**config.mk**
```make
export PLATFORM = sky130hd
export DESIGN_NAME = yuv420_test_pattern_generator
export DESIGN_NICKNAME = d
export VERILOG_FILES = /design/src/rtl/tpg_pkg.sv /design/src/rtl/tpg_div_cell.sv /design/src/rtl/tpg_sqrt_cell.sv /design/src/rtl/yuv420_test_pattern_generator.sv
export SDC_FILE = /design/constraint.sdc
export NUM_CORES = 2
export LEC_CHECK = 0
export BUFFER_PORTS_ARGS = -buffer_cell sky130_fd_sc_hd__clkbuf_2
export CORE_ASPECT_RATIO = 0.7
export CORE_UTILIZATION = 45
export DETAILED_ROUTE_END_ITERATION = 10
export HOLD_SLACK_MARGIN = 0.12
export PLACE_DENSITY = 0.61
export SLEW_MARGIN = 20
export SYNTH_ARGS = -nofsm -noshare
export SYNTH_HDL_FRONTEND = slang
export SYNTH_HIERARCHICAL = 1
export SYNTH_SLANG_ARGS = --single-unit
```
**constraint.sdc**
```tcl
create_clock -name i_clk -period 17.4 [get_ports i_clk]
set_input_delay 0.87 -clock i_clk [delete_from_list [all_inputs] [get_ports i_clk]]
set_output_delay 0.87 -clock i_clk [all_outputs]
set_load 0.01 [all_outputs]
```
**src/rtl/tpg_pkg.sv**
```systemverilog
`timescale 1ns / 1ps
package tpg_pkg;

    // defaults for the frame size limits
    localparam int DEF_MAX_WIDTH  = 4096;
    localparam int DEF_MAX_HEIGHT = 4096;

    // field and register widths
    localparam int PLANE_W  = 2;
    localparam int COORD_W  = 12;
    localparam int SAMPLE_W = 8;
    localparam int MODE_W   = 2;
    localparam int DIM_W    = 13;
    localparam int APB_AW   = 4;
    localparam int APB_DW   = 32;

    localparam logic [DIM_W-1:0] RST_WIDTH  = DIM_W'(640);
    localparam logic [DIM_W-1:0] RST_HEIGHT = DIM_W'(480);

    // register index within the apb window
    localparam logic [1:0] REG_MODE   = 2'd0;
    localparam logic [1:0] REG_WIDTH  = 2'd1;
    localparam logic [1:0] REG_HEIGHT = 2'd2;

    // lane widths
    localparam int GN_W    = COORD_W + 8;      // coordinate times 255
    localparam int GQ_W    = 8;                // gradient quotient
    localparam int BAR_N_W = COORD_W + 1;      // 2c+1
    localparam int BAR_Q_W = 3;                // bar index
    localparam int SQ_W    = 2 * COORD_W + 1;  // dx*dx + dy*dy
    localparam int ROOT_W  = 13;               // floor sqrt of SQ_W bits
    localparam int RAD_N_W = ROOT_W + 7;       // root times 127
    localparam int RAD_Q_W = RAD_N_W;          // full quotient for divisor 1

    // pipeline positions
    localparam int SQ_FIRST   = 2;                    // first root cell
    localparam int RAD_INIT   = SQ_FIRST + ROOT_W;    // radial numerator stage
    localparam int NUM_STAGES = RAD_INIT + RAD_Q_W;   // last cell stage
    localparam int PIPE_LAT   = NUM_STAGES + 2;       // accept edge to strobe edge

    typedef enum logic [1:0] {
        MODE_DIAG = 2'd0,
        MODE_BARS = 2'd1,
        MODE_GRAD = 2'd2,
        MODE_OFF  = 2'd3
    } t_mode;

    typedef enum logic [1:0] {
        PLANE_Y    = 2'd0,
        PLANE_U    = 2'd1,
        PLANE_V    = 2'd2,
        PLANE_NONE = 2'd3
    } t_plane;

    typedef struct packed {
        logic                outside;
        t_mode               mode;
        t_plane              plane;
        logic [SAMPLE_W-1:0] simple;
        logic                bar_ok;
        logic                zero_rad;
    } t_side;

    // white, yellow, cyan, green, magenta, red, blue, black as {y, u, v}
    localparam logic [23:0] BAR_YUV [8] = '{
        24'hEB8080, 24'hD21092, 24'hAAA610, 24'h913622,
        24'h6BCADE, 24'h525AF0, 24'h29F06E, 24'h108080
    };

    function automatic logic [SAMPLE_W-1:0] bar_colour(input logic [BAR_Q_W-1:0] bar,
                                                       input t_plane plane);
        logic [23:0] yuv;
        yuv = BAR_YUV[bar];
        case (plane)
            PLANE_Y: return yuv[23:16];
            PLANE_U: return yuv[15:8];
            PLANE_V: return yuv[7:0];
            default: return '0;
        endcase
    endfunction

endpackage

```
**src/rtl/tpg_div_cell.sv**
```systemverilog
`timescale 1ns / 1ps
// one restoring division step per cell
module tpg_div_cell #(
    parameter int NW  = 20,
    parameter int DW  = 13,
    parameter int QW  = 8,
    parameter int BIT = 0
) (
    input  logic          i_clk,
    input  logic [NW-1:0] i_rem,
    input  logic [DW-1:0] i_div,
    input  logic [QW-1:0] i_quo,
    output logic [NW-1:0] o_rem,
    output logic [DW-1:0] o_div,
    output logic [QW-1:0] o_quo
);
    localparam int TW = NW + DW + QW;

    logic [TW-1:0] w_trial;
    logic          w_fit;
    logic [NW-1:0] n_rem;
    logic [QW-1:0] n_quo;
    logic [NW-1:0] r_rem;
    logic [DW-1:0] r_div;
    logic [QW-1:0] r_quo;

    always_comb begin
        w_trial    = TW'(i_div) << BIT;
        w_fit      = TW'(i_rem) >= w_trial;
        n_rem      = w_fit ? (i_rem - w_trial[NW-1:0]) : i_rem;
        n_quo      = i_quo;
        n_quo[BIT] = w_fit;
    end

    always_ff @(posedge i_clk) begin
        r_rem <= n_rem;
        r_div <= i_div;
        r_quo <= n_quo;
    end

    assign o_rem = r_rem;
    assign o_div = r_div;
    assign o_quo = r_quo;
endmodule

```
**src/rtl/tpg_sqrt_cell.sv**
```systemverilog
`timescale 1ns / 1ps
// one bit of a restoring square root per cell, rem holds n - root^2
module tpg_sqrt_cell #(
    parameter int NW  = 25,
    parameter int RW  = 13,
    parameter int BIT = 0
) (
    input  logic          i_clk,
    input  logic [NW-1:0] i_rem,
    input  logic [RW-1:0] i_root,
    output logic [NW-1:0] o_rem,
    output logic [RW-1:0] o_root
);
    localparam int TW = NW + 2;

    logic [TW-1:0] w_trial;
    logic          w_fit;
    logic [NW-1:0] n_rem;
    logic [RW-1:0] n_root;
    logic [NW-1:0] r_rem;
    logic [RW-1:0] r_root;

    always_comb begin
        w_trial     = (TW'(i_root) << (BIT + 1)) + (TW'(1) << (2 * BIT));
        w_fit       = TW'(i_rem) >= w_trial;
        n_rem       = w_fit ? (i_rem - w_trial[NW-1:0]) : i_rem;
        n_root      = i_root;
        n_root[BIT] = w_fit;
    end

    always_ff @(posedge i_clk) begin
        r_rem  <= n_rem;
        r_root <= n_root;
    end

    assign o_rem  = r_rem;
    assign o_root = r_root;
endmodule

```
**src/rtl/yuv420_test_pattern_generator.sv**
```systemverilog
`timescale 1ns / 1ps
// yuv420 planar test pattern source, one sample per beat
//
// command channel: start with i_plane/i_col/i_row is taken at any edge where
// busy is low; busy stays low, so a new beat can enter on every clock
// result channel: o_valid marks o_sample/o_outside for exactly one cycle,
// from the output register after the last radial divider cell; the receiver cannot stall, none is needed
// throughput: one sample per clock, set by the chain of cells: every cell
// does one quotient or root bit and passes its beat on each cycle
// chain: accept stage, square stage, 13 root cells, radial numerator stage,
// 20 radial divider cells, output register; gradient and bar dividers run
// in the first cells beside the root
// config: apb window, mode at 0x0, width at 0x4, height at 0x8; write only
// while no beat is in flight
// reset: synchronous, clears all beat valid flags and loads mode diagonal,
// width 640, height 480
module yuv420_test_pattern_generator #(
    parameter int MAX_WIDTH  = tpg_pkg::DEF_MAX_WIDTH,
    parameter int MAX_HEIGHT = tpg_pkg::DEF_MAX_HEIGHT
) (
    input  logic                          i_clk,
    input  logic                          i_rst_n,
    input  logic                          psel,
    input  logic                          penable,
    input  logic                          pwrite,
    input  logic [tpg_pkg::APB_AW-1:0]    paddr,
    input  logic [tpg_pkg::APB_DW-1:0]    pwdata,
    output logic [tpg_pkg::APB_DW-1:0]    prdata,
    output logic                          pready,
    input  logic                          start,
    output logic                          busy,
    input  logic [tpg_pkg::PLANE_W-1:0]   i_plane,
    input  logic [tpg_pkg::COORD_W-1:0]   i_col,
    input  logic [tpg_pkg::COORD_W-1:0]   i_row,
    output logic                          o_valid,
    output logic [tpg_pkg::SAMPLE_W-1:0]  o_sample,
    output logic                          o_outside
);
    import tpg_pkg::*;

    // size arithmetic widths follow the frame limits
    localparam int WW   = $clog2(MAX_WIDTH + 1);
    localparam int HW   = $clog2(MAX_HEIGHT + 1);
    localparam int XW   = (WW > DIM_W) ? WW : DIM_W;
    localparam int YW   = (HW > DIM_W) ? HW : DIM_W;
    localparam int BW_W = WW - 3;
    localparam int CX_W = WW - 2;
    localparam int CY_W = HW - 2;
    localparam int MR_W = CX_W;
    localparam int CM_W = (CX_W > CY_W) ? CX_W : CY_W;
    localparam int NS   = NUM_STAGES;

    // ---------------- configuration registers ----------------
    logic [MODE_W-1:0] r_mode;
    logic [DIM_W-1:0]  r_width;
    logic [DIM_W-1:0]  r_height;
    logic              w_wr;
    logic [1:0]        w_reg;

    assign pready = 1'b1;
    assign w_wr   = psel & penable & pwrite;
    assign w_reg  = paddr[APB_AW-1:2];

    always_ff @(posedge i_clk) begin
        if (!i_rst_n) begin
            r_mode   <= MODE_DIAG;
            r_width  <= RST_WIDTH;
            r_height <= RST_HEIGHT;
        end else if (w_wr) begin
            case (w_reg)
                REG_MODE:   r_mode   <= pwdata[MODE_W-1:0];
                REG_WIDTH:  r_width  <= pwdata[DIM_W-1:0];
                REG_HEIGHT: r_height <= pwdata[DIM_W-1:0];
                default:    ;
            endcase
        end
    end

    always_comb begin
        case (w_reg)
            REG_MODE:   prdata = APB_DW'(r_mode);
            REG_WIDTH:  prdata = APB_DW'(r_width);
            REG_HEIGHT: prdata = APB_DW'(r_height);
            default:    prdata = '0;
        endcase
    end

    // the chain never stalls
    assign busy = 1'b0;

    // ---------------- frame size, saturated ----------------
    logic [XW-1:0] w_wext;
    logic [YW-1:0] w_hext;
    logic [WW-1:0] w_w;
    logic [HW-1:0] w_h;

    always_comb begin
        w_wext = XW'(r_width);
        w_hext = YW'(r_height);
        if (w_wext < XW'(2))              w_w = WW'(2);
        else if (w_wext > XW'(MAX_WIDTH)) w_w = WW'(MAX_WIDTH);
        else                              w_w = w_wext[WW-1:0];
        if (w_hext < YW'(2))               w_h = HW'(2);
        else if (w_hext > YW'(MAX_HEIGHT)) w_h = HW'(MAX_HEIGHT);
        else                               w_h = w_hext[HW-1:0];
    end

    // ---------------- accept stage decode ----------------
    t_plane              w_plane;
    logic [WW-1:0]       w_pw;
    logic [HW-1:0]       w_ph;
    logic [COORD_W:0]    w_diag;
    logic [BAR_N_W-1:0]  w_bar_num;
    logic [BW_W-1:0]     w_bw;
    logic [CX_W-1:0]     w_cx;
    logic [CY_W-1:0]     w_cy;
    logic [CM_W-1:0]     w_min;
    logic [COORD_W-1:0]  w_dx;
    logic [COORD_W-1:0]  w_dy;
    t_side               w_side;

    always_comb begin
        w_plane   = t_plane'(i_plane);
        w_pw      = (w_plane == PLANE_Y) ? w_w : (w_w >> 1);
        w_ph      = (w_plane == PLANE_Y) ? w_h : (w_h >> 1);
        w_diag    = {1'b0, i_col} + {1'b0, i_row};
        w_bar_num = (w_plane == PLANE_Y) ? {1'b0, i_col} : {i_col, 1'b1};
        w_bw      = w_w[WW-1:3];
        w_cx      = w_w[WW-1:2];
        w_cy      = w_h[HW-1:2];
        w_min     = (CM_W'(w_cx) < CM_W'(w_cy)) ? CM_W'(w_cx) : CM_W'(w_cy);
        // distance from the chroma plane center
        if (XW'(i_col) >= XW'(w_cx)) w_dx = COORD_W'(XW'(i_col) - XW'(w_cx));
        else                         w_dx = COORD_W'(XW'(w_cx) - XW'(i_col));
        if (YW'(i_row) >= YW'(w_cy)) w_dy = COORD_W'(YW'(i_row) - YW'(w_cy));
        else                         w_dy = COORD_W'(YW'(w_cy) - YW'(i_row));

        w_side.outside  = (w_plane == PLANE_NONE) || (XW'(i_col) >= XW'(w_pw))
                          || (YW'(i_row) >= YW'(w_ph));
        w_side.mode     = t_mode'(r_mode);
        w_side.plane    = w_plane;
        w_side.bar_ok   = (w_bw != '0) && (XW'(w_bar_num) < XW'({w_bw, 3'b000}));
        w_side.zero_rad = (w_min == '0);
        // diagonal ramp needs no division, and the unused mode gives zero
        case (t_mode'(r_mode))
            MODE_DIAG: w_side.simple = (w_plane == PLANE_Y) ? w_diag[SAMPLE_W:1]
                                                            : SAMPLE_W'(128);
            default:   w_side.simple = '0;
        endcase
    end

    // ---------------- beat sideband along the chain ----------------
    t_side r_side [0:NS];
    logic  r_vld  [0:NS];

    always_ff @(posedge i_clk) begin
        if (!i_rst_n) r_vld[0] <= 1'b0;
        else          r_vld[0] <= start & ~busy;
        r_side[0] <= w_side;
    end

    for (genvar k = 1; k <= NS; k++) begin : g_side
        always_ff @(posedge i_clk) begin
            if (!i_rst_n) r_vld[k] <= 1'b0;
            else          r_vld[k] <= r_vld[k-1];
            r_side[k] <= r_side[k-1];
        end
    end

    // ---------------- lanes ----------------
    // luma gradient: col*255/w and row*255/h, one quotient bit per cell
    logic [GN_W-1:0]    gx_rem [0:NS];
    logic [WW-1:0]      gx_div [0:NS];
    logic [GQ_W-1:0]    gx_quo [0:NS];
    logic [GN_W-1:0]    gy_rem [0:NS];
    logic [HW-1:0]      gy_div [0:NS];
    logic [GQ_W-1:0]    gy_quo [0:NS];
    // color bar index
    logic [BAR_N_W-1:0] br_rem [0:NS];
    logic [BW_W-1:0]    br_div [0:NS];
    logic [BAR_Q_W-1:0] br_quo [0:NS];
    // radial chroma: distance, root, then root*127 over the radius limit
    logic [COORD_W-1:0] r_dx;
    logic [COORD_W-1:0] r_dy;
    logic [MR_W-1:0]    mr     [0:RAD_INIT-1];
    logic [SQ_W-1:0]    sq_rem [1:RAD_INIT-1];
    logic [ROOT_W-1:0]  sq_rt  [1:RAD_INIT-1];
    logic [RAD_N_W-1:0] rd_rem [RAD_INIT:NS];
    logic [MR_W-1:0]    rd_div [RAD_INIT:NS];
    logic [RAD_Q_W-1:0] rd_quo [RAD_INIT:NS];

    always_ff @(posedge i_clk) begin
        gx_rem[0] <= (GN_W'(i_col) << 8) - GN_W'(i_col);
        gx_div[0] <= w_w;
        gx_quo[0] <= '0;
        gy_rem[0] <= (GN_W'(i_row) << 8) - GN_W'(i_row);
        gy_div[0] <= w_h;
        gy_quo[0] <= '0;
        br_rem[0] <= w_bar_num;
        br_div[0] <= w_bw;
        br_quo[0] <= '0;
        r_dx      <= w_dx;
        r_dy      <= w_dy;
        mr[0]     <= MR_W'(w_min);
    end

    for (genvar k = 1; k <= NS; k++) begin : g_lane
        if (k <= GQ_W) begin : g_gcell
            tpg_div_cell #(.NW(GN_W), .DW(WW), .QW(GQ_W), .BIT(GQ_W - k)) u_gx (
                .i_clk (i_clk),
                .i_rem (gx_rem[k-1]), .i_div (gx_div[k-1]), .i_quo (gx_quo[k-1]),
                .o_rem (gx_rem[k]),   .o_div (gx_div[k]),   .o_quo (gx_quo[k])
            );
            tpg_div_cell #(.NW(GN_W), .DW(HW), .QW(GQ_W), .BIT(GQ_W - k)) u_gy (
                .i_clk (i_clk),
                .i_rem (gy_rem[k-1]), .i_div (gy_div[k-1]), .i_quo (gy_quo[k-1]),
                .o_rem (gy_rem[k]),   .o_div (gy_div[k]),   .o_quo (gy_quo[k])
            );
        end else begin : g_gfwd
            always_ff @(posedge i_clk) begin
                gx_rem[k] <= gx_rem[k-1];
                gx_div[k] <= gx_div[k-1];
                gx_quo[k] <= gx_quo[k-1];
                gy_rem[k] <= gy_rem[k-1];
                gy_div[k] <= gy_div[k-1];
                gy_quo[k] <= gy_quo[k-1];
            end
        end

        if (k <= BAR_Q_W) begin : g_bcell
            tpg_div_cell #(.NW(BAR_N_W), .DW(BW_W), .QW(BAR_Q_W), .BIT(BAR_Q_W - k)) u_bar (
                .i_clk (i_clk),
                .i_rem (br_rem[k-1]), .i_div (br_div[k-1]), .i_quo (br_quo[k-1]),
                .o_rem (br_rem[k]),   .o_div (br_div[k]),   .o_quo (br_quo[k])
            );
        end else begin : g_bfwd
            always_ff @(posedge i_clk) begin
                br_rem[k] <= br_rem[k-1];
                br_div[k] <= br_div[k-1];
                br_quo[k] <= br_quo[k-1];
            end
        end

        // max radius rides along until the radial divider picks it up
        if (k < RAD_INIT) begin : g_mr
            always_ff @(posedge i_clk) begin
                mr[k] <= mr[k-1];
            end
        end

        if (k == 1) begin : g_square
            always_ff @(posedge i_clk) begin
                sq_rem[k] <= (SQ_W'(r_dx) * SQ_W'(r_dx)) + (SQ_W'(r_dy) * SQ_W'(r_dy));
                sq_rt[k]  <= '0;
            end
        end else if (k < RAD_INIT) begin : g_root
            tpg_sqrt_cell #(.NW(SQ_W), .RW(ROOT_W), .BIT(RAD_INIT - 1 - k)) u_sqrt (
                .i_clk  (i_clk),
                .i_rem  (sq_rem[k-1]), .i_root (sq_rt[k-1]),
                .o_rem  (sq_rem[k]),   .o_root (sq_rt[k])
            );
        end else if (k == RAD_INIT) begin : g_rinit
            always_ff @(posedge i_clk) begin
                rd_rem[k] <= (RAD_N_W'(sq_rt[k-1]) << 7) - RAD_N_W'(sq_rt[k-1]);
                rd_div[k] <= mr[k-1];
                rd_quo[k] <= '0;
            end
        end else begin : g_rcell
            tpg_div_cell #(.NW(RAD_N_W), .DW(MR_W), .QW(RAD_Q_W), .BIT(NS - k)) u_rad (
                .i_clk (i_clk),
                .i_rem (rd_rem[k-1]), .i_div (rd_div[k-1]), .i_quo (rd_quo[k-1]),
                .o_rem (rd_rem[k]),   .o_div (rd_div[k]),   .o_quo (rd_quo[k])
            );
        end
    end

    // ---------------- result select and output register ----------------
    t_side               w_last;
    logic [GQ_W:0]       w_gsum;
    logic [SAMPLE_W-1:0] w_off;
    logic [SAMPLE_W-1:0] n_sample;
    logic                r_out_vld;
    logic [SAMPLE_W-1:0] r_sample;
    logic                r_outside;

    always_comb begin
        w_last = r_side[NS];
        w_gsum = {1'b0, gx_quo[NS]} + {1'b0, gy_quo[NS]};
        w_off  = rd_quo[NS][SAMPLE_W-1:0];
        if (w_last.outside) begin
            n_sample = '0;
        end else begin
            case (w_last.mode)
                MODE_BARS: n_sample = w_last.bar_ok ? bar_colour(br_quo[NS], w_last.plane)
                                                    : '0;
                MODE_GRAD: begin
                    if (w_last.plane == PLANE_Y)  n_sample = w_gsum[GQ_W:1];
                    else if (w_last.zero_rad)     n_sample = SAMPLE_W'(128);
                    else if (w_last.plane == PLANE_U) n_sample = SAMPLE_W'(128) + w_off;
                    else                          n_sample = SAMPLE_W'(128) - w_off;
                end
                default:   n_sample = w_last.simple;
            endcase
        end
    end

    always_ff @(posedge i_clk) begin
        if (!i_rst_n) r_out_vld <= 1'b0;
        else          r_out_vld <= r_vld[NS];
        r_sample  <= n_sample;
        r_outside <= w_last.outside;
    end

    assign o_valid   = r_out_vld;
    assign o_sample  = r_sample;
    assign o_outside = r_outside;
endmodule

```
## Yosys cells after proc, flatten, opt, wreduce, memory -nomap -nowiden

Memory sizes are Yosys's and may differ from the RTL's. A register that Yosys moved wholly into a read port is not among the register bits.
Cells that the tools add are included.

| word-level totals | value |
|---|---|
| bits in latches | 0 |
| bits in writable memories | 741 |
| register bits | 2,325 |
| bits in read-only memories | 192 |
| word-level logic and storage cells | 528 |
| memories kept | 4 |

Memory list:

| name | words | width | read ports | clocked after memory_dff | write ports | RTL line | source |
|---|---|---|---|---|---|---|---|
| r_side | 36 | 15 | 36 | 0 | 36 | yuv420_test_pattern_generator.sv:153 | `t_side r_side [0:NS];` |
| (name not given) | 8 | 24 | 1 | 0 | 0 | tpg_pkg.sv:73 | `yuv = BAR_YUV[bar];` |
| mr | 15 | 11 | 15 | 1 | 15 | yuv420_test_pattern_generator.sv:185 | `logic [MR_W-1:0] mr [0:RAD_INIT-1];` |
| r_vld | 36 | 1 | 36 | 1 | 36 | yuv420_test_pattern_generator.sv:154 | `logic r_vld [0:NS];` |

| cells by class | value |
|---|---|
| equal/unequal tests | 7 |
| reductions and logical operators | 13 |
| $lt $le $gt $ge | 63 |
| divide/modulo/power cells | 0 |
| mux-type cells | 106 |
| multipliers | 2 |
| bitwise gates (word level) | 39 |
| shifts and indexed selects | 0 |
| add/sub/neg operators | 71 |

Operator list:

| kind | number |
|---|---|
| 20-bit 2-to-1 mux | 33 |
| 25-bit by 27-bit >= comparator with 1-bit output | 12 |
| 25-bit 2-to-1 mux | 12 |
| 25-bit subtractor | 11 |
| 20-bit subtractor | 13 |
| 13-bit 2-to-1 mux | 9 |
| 20-bit by 13-bit >= comparator with 1-bit output | 3 |
| 20-bit by 14-bit >= comparator with 1-bit output | 3 |
| 20-bit by 15-bit >= comparator with 1-bit output | 3 |
| 20-bit by 16-bit >= comparator with 1-bit output | 3 |
| 20-bit by 17-bit >= comparator with 1-bit output | 3 |
| 20-bit by 18-bit >= comparator with 1-bit output | 3 |
| 20-bit by 19-bit >= comparator with 1-bit output | 3 |
| 20-bit >= comparator | 3 |
| 20-bit by 12-bit subtractor with 20-bit output | 3 |
| 20-bit by 14-bit subtractor with 20-bit output | 3 |
| 20-bit by 15-bit subtractor with 20-bit output | 3 |
| 20-bit by 16-bit subtractor with 20-bit output | 3 |
| 20-bit by 17-bit subtractor with 20-bit output | 3 |
| 20-bit by 18-bit subtractor with 20-bit output | 3 |
| 20-bit by 19-bit subtractor with 20-bit output | 3 |
| 12-bit by 12-bit multiplier with 24-bit output | 2 |
| 24-bit 2-to-1 mux | 2 |
| 8-bit 2-to-1 mux | 6 |
| 64 further kinds | 156 |

## Depth between registers and ports, before layout

| depth | value |
|---|---|
| depth after elaboration | 7 |
| depth in mapped cells | 26 |

## Worst setup path after synthesis

Ideal clock, no wire load.

| timing | value |
|---|---|
| path type | register -> register |
| from | reg r_dx[2] |
| to | reg sq_rem[348] (netlist name) |
| arrival time | 6.105 ns |
| data required time | 17.279 ns |
| path buffers | 2 |
| path slack | 11.174 ns |
| stages on the path, launching flop included | 23 |
| cell sequence | dfxtp_1 > clkbuf_1 > nand2_1 > fa_1 > fa_1 > fa_1 > fa_1 > inv_1 > fa_1 > fa_1 > inv_1 > fa_1 > inv_1 > ha_1 > clkbuf_1 > a21o_1 > a21oi_1 > nor3b_1 > a21o_1 > o21ai_1 > o311ai_1 > mux2i_1 > nand2_1 |

| between the ends | value |
|---|---|
| longest elaborated chain between the ends | 2 |

Ends and longest elaborated chain:

| element | RTL line | source |
|---|---|---|
| start, declared | yuv420_test_pattern_generator.sv:183 | `logic [COORD_W-1:0] r_dx;` |
| start signal, assigned | yuv420_test_pattern_generator.sv:202 | `r_dx <= w_dx;` |
| 12-bit by 12-bit multiplier with 24-bit output | yuv420_test_pattern_generator.sv:253 | `sq_rem[k] <= (SQ_W'(r_dx) * SQ_W'(r_dx)) + (SQ_W'(r_dy) * SQ_W'(r_dy));` |
| 24-bit by 24-bit adder with 25-bit output | yuv420_test_pattern_generator.sv:253 |  |
| end signal, assigned by index | yuv420_test_pattern_generator.sv:253 |  |
| end, declared | yuv420_test_pattern_generator.sv:186 | `logic [SQ_W-1:0] sq_rem [1:RAD_INIT-1];` |

Every way passes these cells.
A chain may end at the register's enable or synchronous reset.

## Worst setup path after layout

| timing | value |
|---|---|
| from | reg r_dx[0] |
| to | reg sq_rem[348] (netlist name) |

Same word-level chain as after synthesis.

==> results.json <==
{
  "outcome": "complete, no violations",
  "final_common_cell": "dfxtp_1",
  "drtPass1Iterations": 6,
  "synth_area_per_cell_sq_um": 10.99,
  "period_minus_slack_ns": 7.008,
  "path_cells": "nand2_1, fa_1, fa_1, fa_1, inv_1, fa_1, fa_1, fa_1, inv_1, fa_1, inv_1, ha_1, a21o_1, a21oi_1, nor3b_1, a21o_1, o21ai_1, o311ai_1, mux2i_1, nand2_1",
  "antenna_found_initial": 27,
  "dieArea_sq_um": 269100,
  "setup_viol": 0,
  "drtIter0Drc": 5646,
  "path_delay_family": "adder cells",
  "grt_pass1_wl_mm": 401.4,
  "clk_path_buf_depth": 4,
  "hold_viol": 0,
  "cts_setup_buffers": 0,
  "cts_resized": 0,
  "clk_pin_slew_ns": 0.07,
  "core_area_sq_um": 265100,
  "max_stage_delay_ns": 0.69,
  "min_from": "r_side[1][41]",
  "area_growth_pct": 11.18,
  "fmax_ghz": 0.1427,
  "layout_common_cells": "3146 x dfxtp_1, 1038 x inv_1, 834 x ha_1, 633 x nand2_1, 576 x a21oi_1",
  "overflow": 0,
  "worstSetupPathType": "reg2reg",
  "fin_crit_sh_pct": 40.27,
  "ant_nets": 0,
  "clock_latency_ns": 0.85,
  "grt_max_degree": 66,
  "place.gp.congestion": 0.8794,
  "cp-start-kind": "register",
  "cp.arrival_ns": 7.68,
  "num_rows": 158,
  "cts_buffers": 294,
  "post-place-cells": 14340,
  "drive_above_1_share_pct": 9.523,
  "netlist_instances": 10930,
  "postRouteWirelength_mm": 254.0,
  "port_buffers": 69,
  "min_path_type": "reg2reg",
  "cp_max_fo": 12,
  "r2r_start": "r_dx[0]",
  "end_kind": "register",
  "drcViolationCount": 0,
  "fp.dieW_um": 619.6,
  "cts_tree": "built",
  "yosysWarnings": 6,
  "htreeDepth": 5,
  "crit_top_cell": "fa_1",
  "fin_cells": 14870,
  "slew_violations": 0,
  "vias_per_cell": 5.066,
  "crit_slowest_cell": "dfxtp_1",
  "skew_ns": 0.04635,
  "cts.sinks": 3146,
  "grtUsageTotal_pct": 18.50,
  "hpwl_mm": 195.7,
  "layout.nets": 12280,
  "rsz0062_at_grt": "false",
  "initial_core_util_pct": 45.32,
  "drv_cap": 0,
  "synthesis.area_sq_um": 120100,
  "wl_per_cell_um": 17.09,
  "tightest_slew_ns": 1.221,
  "max-slew-margin-rel_pct": 17.48,
  "first_global_vias": 72700,
  "tns_ns": 0,
  "rrSetupSlack_ns": 10.39,
  "die_h_um": 434.3,
  "cts.root.buffer_cell": "clkbuf_16",
  "hold_buffers": 0,
  "num_vias": 75310,
  "critical_path_required_ns": 18.07,
  "io_pins": 112,
  "path_buf_inv": 3,
  "startpoint": "r_dx[0]"
}
## stage by stage
stage | setup WS (ns) | hold WS (ns) | instance area [sq um] | util, %
final | 10.39 | 0.2850 | 133600 | 50.38
after global routing | 9.898 | 0.2506 | 133600 | 50.38
after CTS | 10.36 | 0.2112 | 133500 | 50.37
after floorplan | 11.17 | 0.3096 | 120300 | -
after detailed placement | 10.43 | 0.3121 | 123500 | 46.60
after global placement | 10.53 | 0.3096 | 123500 | 46.60
## layer usage
metal	vias up	track usage (%)	share of wire [%]
met4	0	5.116	2.4
met5	-	0	0
met3	391	3.339	5.8
met2	1795	26.30	40
met1	35440	28.34	52
li1	37680	-	-
## worst register-to-register path, delay by kind of cell, from the launching register on
family,cells,cell delay (ns)
DFF,1,0.69
and+or+nand+nor,3,0.63
adders and majority gates,8,4.04
AOI/OAI and AO/OA,5,1.09
muxes,1,0.23
buffers and inverters,3,0.18
## area by class of cell
cell class / count / area (sq um)
antenna: 6 / 15.01
clock buffer: 397 / 8414
clock inverter: 121 / 1605
fill: 23430 / 131500
inverter: 1056 / 3981
multi-input combinational: 6533 / 51680
sequential: 3146 / 62980
tap: 3520 / 4404
timing repair buffer: 88 / 488.0
## sequential cells by signal, summed over array words and instances, names as in the netlist, 25 cells and up
name                         flops
r_vld                           36
br_quo                          96
gx_quo                         216
g_lane.g_gcell.u_gy/o_quo       36
g_lane.g_rcell.u_rad/o_quo      36
g_lane.g_rcell.u_rad/o_rem     380
mr                             165
g_lane.g_gcell.u_gx/o_quo       36
g_lane.g_root.u_sqrt/o_rem     300
g_lane.g_gcell.u_gy/o_rem      140
sq_rem                          25
g_lane.g_root.u_sqrt/o_root    169
g_lane.g_gcell.u_gy/o_div       91
gy_quo                         216
g_lane.g_gcell.u_gx/o_rem      140
g_lane.g_gcell.u_gx/o_div       91
g_lane.g_rcell.u_rad/o_div     209
g_lane.g_bcell.u_bar/o_rem      26
r_side                         540
## worst paths after layout
path         cells past startpoint             to
max reg2reg                     20    sq_rem[348]
min reg2reg                      0  r_side[1][56]
min                              0  r_side[1][56]
max                             20    sq_rem[348]
Power is left out: the tool's default activity adds up to more than one toggle a clock period on the data nets, which glitch-free logic cannot reach.
